==> src/design/osnl_pkg.sv <==
// Shared types, constants and helpers for the octree sphere node locate unit.
// Depends on nothing; every other file of the block refers to it by scoped names.
`timescale 1ns / 1ps

package osnl_pkg;

  // Field widths fixed by the interface.
  localparam int CoordBits  = 32;
  localparam int RadBits    = 31;
  localparam int DepthBits  = 4;
  localparam int PathBits   = 24;
  localparam int CfgBits    = 32;
  localparam int RegIdxBits = 3;

  // Internal arithmetic widths. A difference of two coordinates needs one extra bit; deltas carry two.
  localparam int DeltaBits = CoordBits + 2;
  localparam int SqBits    = 2 * RadBits;
  localparam int SumBits   = SqBits + 2;

  // Default deepest subdivision level and the register stages ahead of the level chain.
  localparam int MaxDepth    = 8;
  localparam int FrontStages = 5;

  // Configuration register indexes.
  localparam logic [RegIdxBits-1:0] RegCenterX   = 3'd0;
  localparam logic [RegIdxBits-1:0] RegCenterY   = 3'd1;
  localparam logic [RegIdxBits-1:0] RegCenterZ   = 3'd2;
  localparam logic [RegIdxBits-1:0] RegHalfWidth = 3'd3;
  localparam logic [RegIdxBits-1:0] RegDepth     = 3'd4;

  // Reset values of the configuration registers.
  localparam logic [RadBits-1:0]   HalfWidthReset = 31'd65536;
  localparam logic [DepthBits-1:0] DepthReset     = 4'd3;

  // One sphere request.
  typedef struct packed {
    logic signed [CoordBits-1:0] point_x;
    logic signed [CoordBits-1:0] point_y;
    logic signed [CoordBits-1:0] point_z;
    logic [RadBits-1:0]          radius;
  } req_t;

  // One placement result.
  typedef struct packed {
    logic                 placed;
    logic [DepthBits-1:0] level;
    logic [PathBits-1:0]  octant_path;
    logic                 root_partial;
  } res_t;

  // Root cube and effective depth limit, already clamped to the pipeline depth.
  typedef struct packed {
    logic signed [CoordBits-1:0] center_x;
    logic signed [CoordBits-1:0] center_y;
    logic signed [CoordBits-1:0] center_z;
    logic [RadBits-1:0]          half_width;
    logic [DepthBits-1:0]        depth_limit;
  } cfg_t;

  // State of one request as it walks down the level stages.
  // The deltas hold sphere centre minus current node centre.
  typedef struct packed {
    logic                        valid;
    logic                        go;
    logic                        root_hold;
    logic                        touch;
    logic signed [DeltaBits-1:0] dx;
    logic signed [DeltaBits-1:0] dy;
    logic signed [DeltaBits-1:0] dz;
    logic [RadBits-1:0]          radius;
    logic [DepthBits-1:0]        level;
    logic [PathBits-1:0]         path;
  } lvl_t;

  // Sign-extend a coordinate to the delta width.
  function automatic logic signed [DeltaBits-1:0] sext_coord(input logic [CoordBits-1:0] v);
    return $signed({{(DeltaBits - CoordBits){v[CoordBits-1]}}, v});
  endfunction

  // Zero-extend an unsigned magnitude to the delta width as a signed value.
  function automatic logic signed [DeltaBits-1:0] zext_mag(input logic [RadBits-1:0] v);
    return $signed({{(DeltaBits - RadBits){1'b0}}, v});
  endfunction

endpackage

==> src/design/osnl_level.sv <==
// One octree level stage: picks the child octant and tests whether it holds the sphere.
// Depends on osnl_pkg; instantiated once per level by the top level.
`timescale 1ns / 1ps

module osnl_level #(
  parameter int LEVEL = 0
) (
  input  logic           clk,
  input  logic           rst,
  input  osnl_pkg::cfg_t cfg,
  input  osnl_pkg::lvl_t prev,
  output osnl_pkg::lvl_t stage
);

  localparam int DW = osnl_pkg::DeltaBits;
  localparam int PW = osnl_pkg::PathBits;
  localparam int DB = osnl_pkg::DepthBits;

  logic signed [DW-1:0] ch;
  logic signed [DW-1:0] lim;
  logic signed [DW-1:0] d_in [3];
  logic signed [DW-1:0] d_nx [3];
  logic [2:0]           oct;
  logic [2:0]           ok;
  logic                 descend;
  logic [PW+2:0]        path_ext;
  osnl_pkg::lvl_t       stage_next;

  always_comb begin
    // Child half width and the bound |delta| must stay within.
    ch  = $signed(DW'(cfg.half_width >> (LEVEL + 1)));
    lim = ch - osnl_pkg::zext_mag(prev.radius);

    d_in[0] = prev.dx;
    d_in[1] = prev.dy;
    d_in[2] = prev.dz;

    // Octant bit is set when the node centre is at or below the sphere centre;
    // the child centre then moves up by the child half width.
    for (int i = 0; i < 3; i++) begin
      oct[i]  = ~d_in[i][DW-1];
      d_nx[i] = oct[i] ? (d_in[i] - ch) : (d_in[i] + ch);
      ok[i]   = (d_nx[i] <= lim) && (d_nx[i] >= -lim);
    end

    descend  = prev.go && (DB'(LEVEL) < cfg.depth_limit) && (&ok);
    path_ext = {3'b000, prev.path} | ({PW'(0), oct} << (3 * LEVEL));

    stage_next    = prev;
    stage_next.go = descend;
    if (descend) begin
      stage_next.dx    = d_nx[0];
      stage_next.dy    = d_nx[1];
      stage_next.dz    = d_nx[2];
      stage_next.level = prev.level + DB'(1);
      stage_next.path  = path_ext[PW-1:0];
    end
  end

  always_ff @(posedge clk) begin
    if (rst) begin
      stage <= '0;
    end else begin
      stage <= stage_next;
    end
  end

endmodule
==> config.mk <==
export PLATFORM = sky130hd
export DESIGN_NAME = osnl_level
export DESIGN_NICKNAME = d
export VERILOG_FILES = /design/src/design/osnl_pkg.sv /design/src/design/osnl_level.sv
export SDC_FILE = /design/constraint.sdc
export NUM_CORES = 1
export LEC_CHECK = 0
export ABC_AREA = 1
export BUFFER_PORTS_ARGS = -buffer_cell sky130_fd_sc_hd__buf_2
export CELL_PAD_IN_SITES_DETAIL_PLACEMENT = 2
export CELL_PAD_IN_SITES_GLOBAL_PLACEMENT = 2
export CORE_MARGIN = 2
export CORE_UTILIZATION = 30
export CTS_CLUSTER_SIZE = 20
export DETAILED_ROUTE_END_ITERATION = 10
export GPL_TIMING_DRIVEN = 0
export PLACE_DENSITY_LB_ADDON = 0.12
export SLEW_MARGIN = 0
export SYNTH_ARGS = -nofsm -noshare
export SYNTH_HDL_FRONTEND = slang
export SYNTH_SLANG_ARGS = --single-unit
==> constraint.sdc <==
create_clock -name clk -period 8.6 [get_ports clk]
set_clock_uncertainty 0.2 [all_clocks]
set_input_delay 1.72 -clock clk [delete_from_list [all_inputs] [get_ports clk]]
set_output_delay 1.72 -clock clk [all_outputs]
set_load 0.03 [all_outputs]
==> impl_metrics.env <==
export IMPL_outcome="complete, but fails checks"
export IMPL_violations="negative setup slack"
export IMPL_async_flop_share_pct=0
export IMPL_worstPathMaxFanout=8
export IMPL_fin_nets=4098
export IMPL_drtAntennaViolNets=0
export IMPL_rsz0062_at_grt="yes"
export IMPL_largest_register_ffs=165
export IMPL_worstSetupPathType="in2reg"
export IMPL_fin_tns_setup_ps=-44020
export IMPL_drc=0
export IMPL_synthXorXnorAreaFrac_pct=6.26
export IMPL_min_period_ps=9090
export IMPL_clock_path_buffers=2
export IMPL_cp_top_family="compound AO/OA/AOI/OAI gates"
export IMPL_cts_root_buf="clkbuf_16"
export IMPL_switchingPower_mw=2.60
export IMPL_grt_use_total_pct=32.8
export IMPL_final_common_cell="nand2_1"
export IMPL_synth_cell_types=58
export IMPL_crit_path_end_kind="flip-flop"
export IMPL_crit_start="cfg[5]"
export IMPL_synth_top_family_by_area="simple AND/OR/NAND/NOR gates"
export IMPL_p_leak_nw=13.2
export IMPL_layout_drive_gt1_share_pct=27.7
export IMPL_synth_edf_count=0
export IMPL_rows=93
export IMPL_peakVddDrop_mv=0.167
export IMPL_cp_data_required_time_ps=8840
export IMPL_final_cells=4343
export IMPL_viasPerCell=5.61
export IMPL_final_cell_area_sq_mm=0.0268
export IMPL_num_vias=24400
export IMPL_initial_core_util_pct=30.2
export IMPL_power_frac_seq_pct=16.8
export IMPL_hold_viol=0
export IMPL_max_freq_mhz=110
export IMPL_routedWlPerCell_um=27.6
export IMPL_areaGrowthSynthToFinish_pct=38.0
export IMPL_worst_pin_slew_ps=1300
export IMPL_place_ws_ps=-3160
export IMPL_dp_hpwl_um=94200
export IMPL_grt_max_degree=18
export IMPL_hold_class="in2reg"
export IMPL_worst_slack_ps=-494
export IMPL_grt_pass1_vias=25700
export IMPL_synthMuxAreaShare_pct=0
export IMPL_ios=463
export IMPL_drt_pre_antenna_iters=8
export IMPL_dr_first_iter_drc_count=1293
export IMPL_synth_area_top_cells="ha_1 (21%), dfxtp_1 (17%), nand2_1 (14%)"
export IMPL_max_stage_delay_ps=380
export IMPL_clock_sinks=165
export IMPL_avgSynthCellArea_sq_um=6.54
export IMPL_power_density_mw_per_mm2=183
export IMPL_netlist_instances=2971
export IMPL_synthFlopType="dfxtp_1"
export IMPL_grt_overflow_total=0
export IMPL_place_area_sq_mm=0.0223
export IMPL_cp_arrival_ps=9330
export IMPL_antenna_found_initial=2
export IMPL_cts_clk_slew_worst_paths_ps=80
export IMPL_post_route_period_util_pct=106
export IMPL_critPathMostFrequentCell="nor2_1"
export IMPL_die_h_um=258
export IMPL_cts_tree="yes"
export IMPL_combPwrFrac_pct=65.9
export IMPL_post_route_util_pct=41.7
export IMPL_top_regs="stage: 165 flops"
export IMPL_numCtsBuffers=17
export IMPL_p_int_mw=2.30
export IMPL_relSlewSlack_pct=13.6
export IMPL_min_from="prev[11]"
export IMPL_core_area_sq_mm=0.0642
export IMPL_p_clk_share_pct=17.3
export IMPL_whs_ps=1200
export IMPL_synth_largest_area_cell="ha_1"
export IMPL_netlist_area_sq_mm=0.0194
export IMPL_max_cap_violations=0
export IMPL_yosys_warnings=0
export IMPL_crit_path_start_kind="primary input"
export IMPL_min_path_cells=3
export IMPL_switching_share_pct=53.1
export IMPL_dieArea_sq_mm=0.0668
export IMPL_synth_top_cell_area_share_pct=20.8
export IMPL_synthAdderAreaFrac_pct=21.2
export IMPL_p_total_mw=4.90
export IMPL_postCtsHoldBufs=0
export IMPL_ys_seq_area_share_pct=17.0
export IMPL_synth_compound_area_share_pct=16.6
export IMPL_slowest_stage="or3_4"
export IMPL_syn_nets=3596
export IMPL_path_depth=43
export IMPL_setup_viol=110
export IMPL_routed_wl_um=120000
export IMPL_crit_buf_inv=11
export IMPL_maxSlewViolCount=0
export IMPL_die_w_um=258
export IMPL_placed_cells=4187
export IMPL_ys_seq_elements=165
export IMPL_htree_levels=4
export IMPL_port_buffers=361
export IMPL_synthSimpleGateAreaFrac_pct=30.6
export IMPL_top_register="stage"
export IMPL_mostFrequentLayoutCells="nand2_1 (613), buf_2 (359), ha_1 (302)"
export IMPL_grt_pass1_wl_um=162000
export IMPL_gp_congestion=0.932
==> repair_timing <==
action,CTS,global route
resized for setup,336,322
endpoints found under the setup margin,110,110
pin swaps,71,120
cloned,4,11
setup buffers,57,50
==> synthesized netlist by cell type, types with 6 or more instances <==
cell type    n
o21ai_0    172
a21oi_2     13
nor3_1      25
nand3_2      7
clkbuf_1    60
nand2_2     22
inv_2        8
nor4_1      12
nand3_1    110
xnor2_1     40
dfxtp_1    165
ha_1       323
nand4_1    171
a211oi_1    15
xor2_1      97
a21o_1      16
buf_2       18
nor2_1     256
a31oi_1     12
inv_1      312
nor2_2       6
nand2_1    718
nand3b_1     7
o21bai_1     9
a21oi_1    300
==> layer usage <==
layer | part of all wire (%) | vias up | track usage, %
li1 | - | 11100 | -
met1 | 43 | 12300 | 42.0
met2 | 47 | 764 | 56.2
met3 | 4.4 | 219 | 3.07
met4 | 5.3 | 2 | 13.7
met5 | 0.0092 | - | 0
==> cell families (layout without fill, tap and decap cells) <==
kind of cell | Yosys count | count (layout)
AO/OA/AOI/OAI | 582 | 582
XOR/XNOR | 138 | 138
adder cells (fa/ha/maj) | 327 | 327
buffers and inverters | 407 | 922
flip-flops | 165 | 165
other | 0 | 2
AND/OR/NAND/NOR | 1352 | 1352
==> layout make-up <==
cell class | instances | area (sq um)
tap | 855 | 1070
fill | 7657 | 37400
timing repair buffer | 483 | 3160
clock buffer | 18 | 439
inverter | 320 | 1220
buffer | 87 | 736
sequential | 165 | 3300
clock inverter | 14 | 155
antenna | 2 | 5.00
multi-input combinational | 2399 | 16700
==> worst paths after layout <==
path    endpoint  slack, ps
max   stage[158]       -490
min    stage[11]       1200
==> power by group through the flow <==
stage / Sequential (mW) / Combinational (mW) / Clock [mW]
floorplan: 0.936 / 1.54 / 0
global placement: 0.839 / 2.49 / 0
detailed placement: 0.840 / 2.64 / 0
CTS: 0.823 / 2.91 / 0.863
global route: 0.827 / 3.45 / 0.895
finish: 0.822 / 3.23 / 0.847
(Power assumes the default switching activity.)
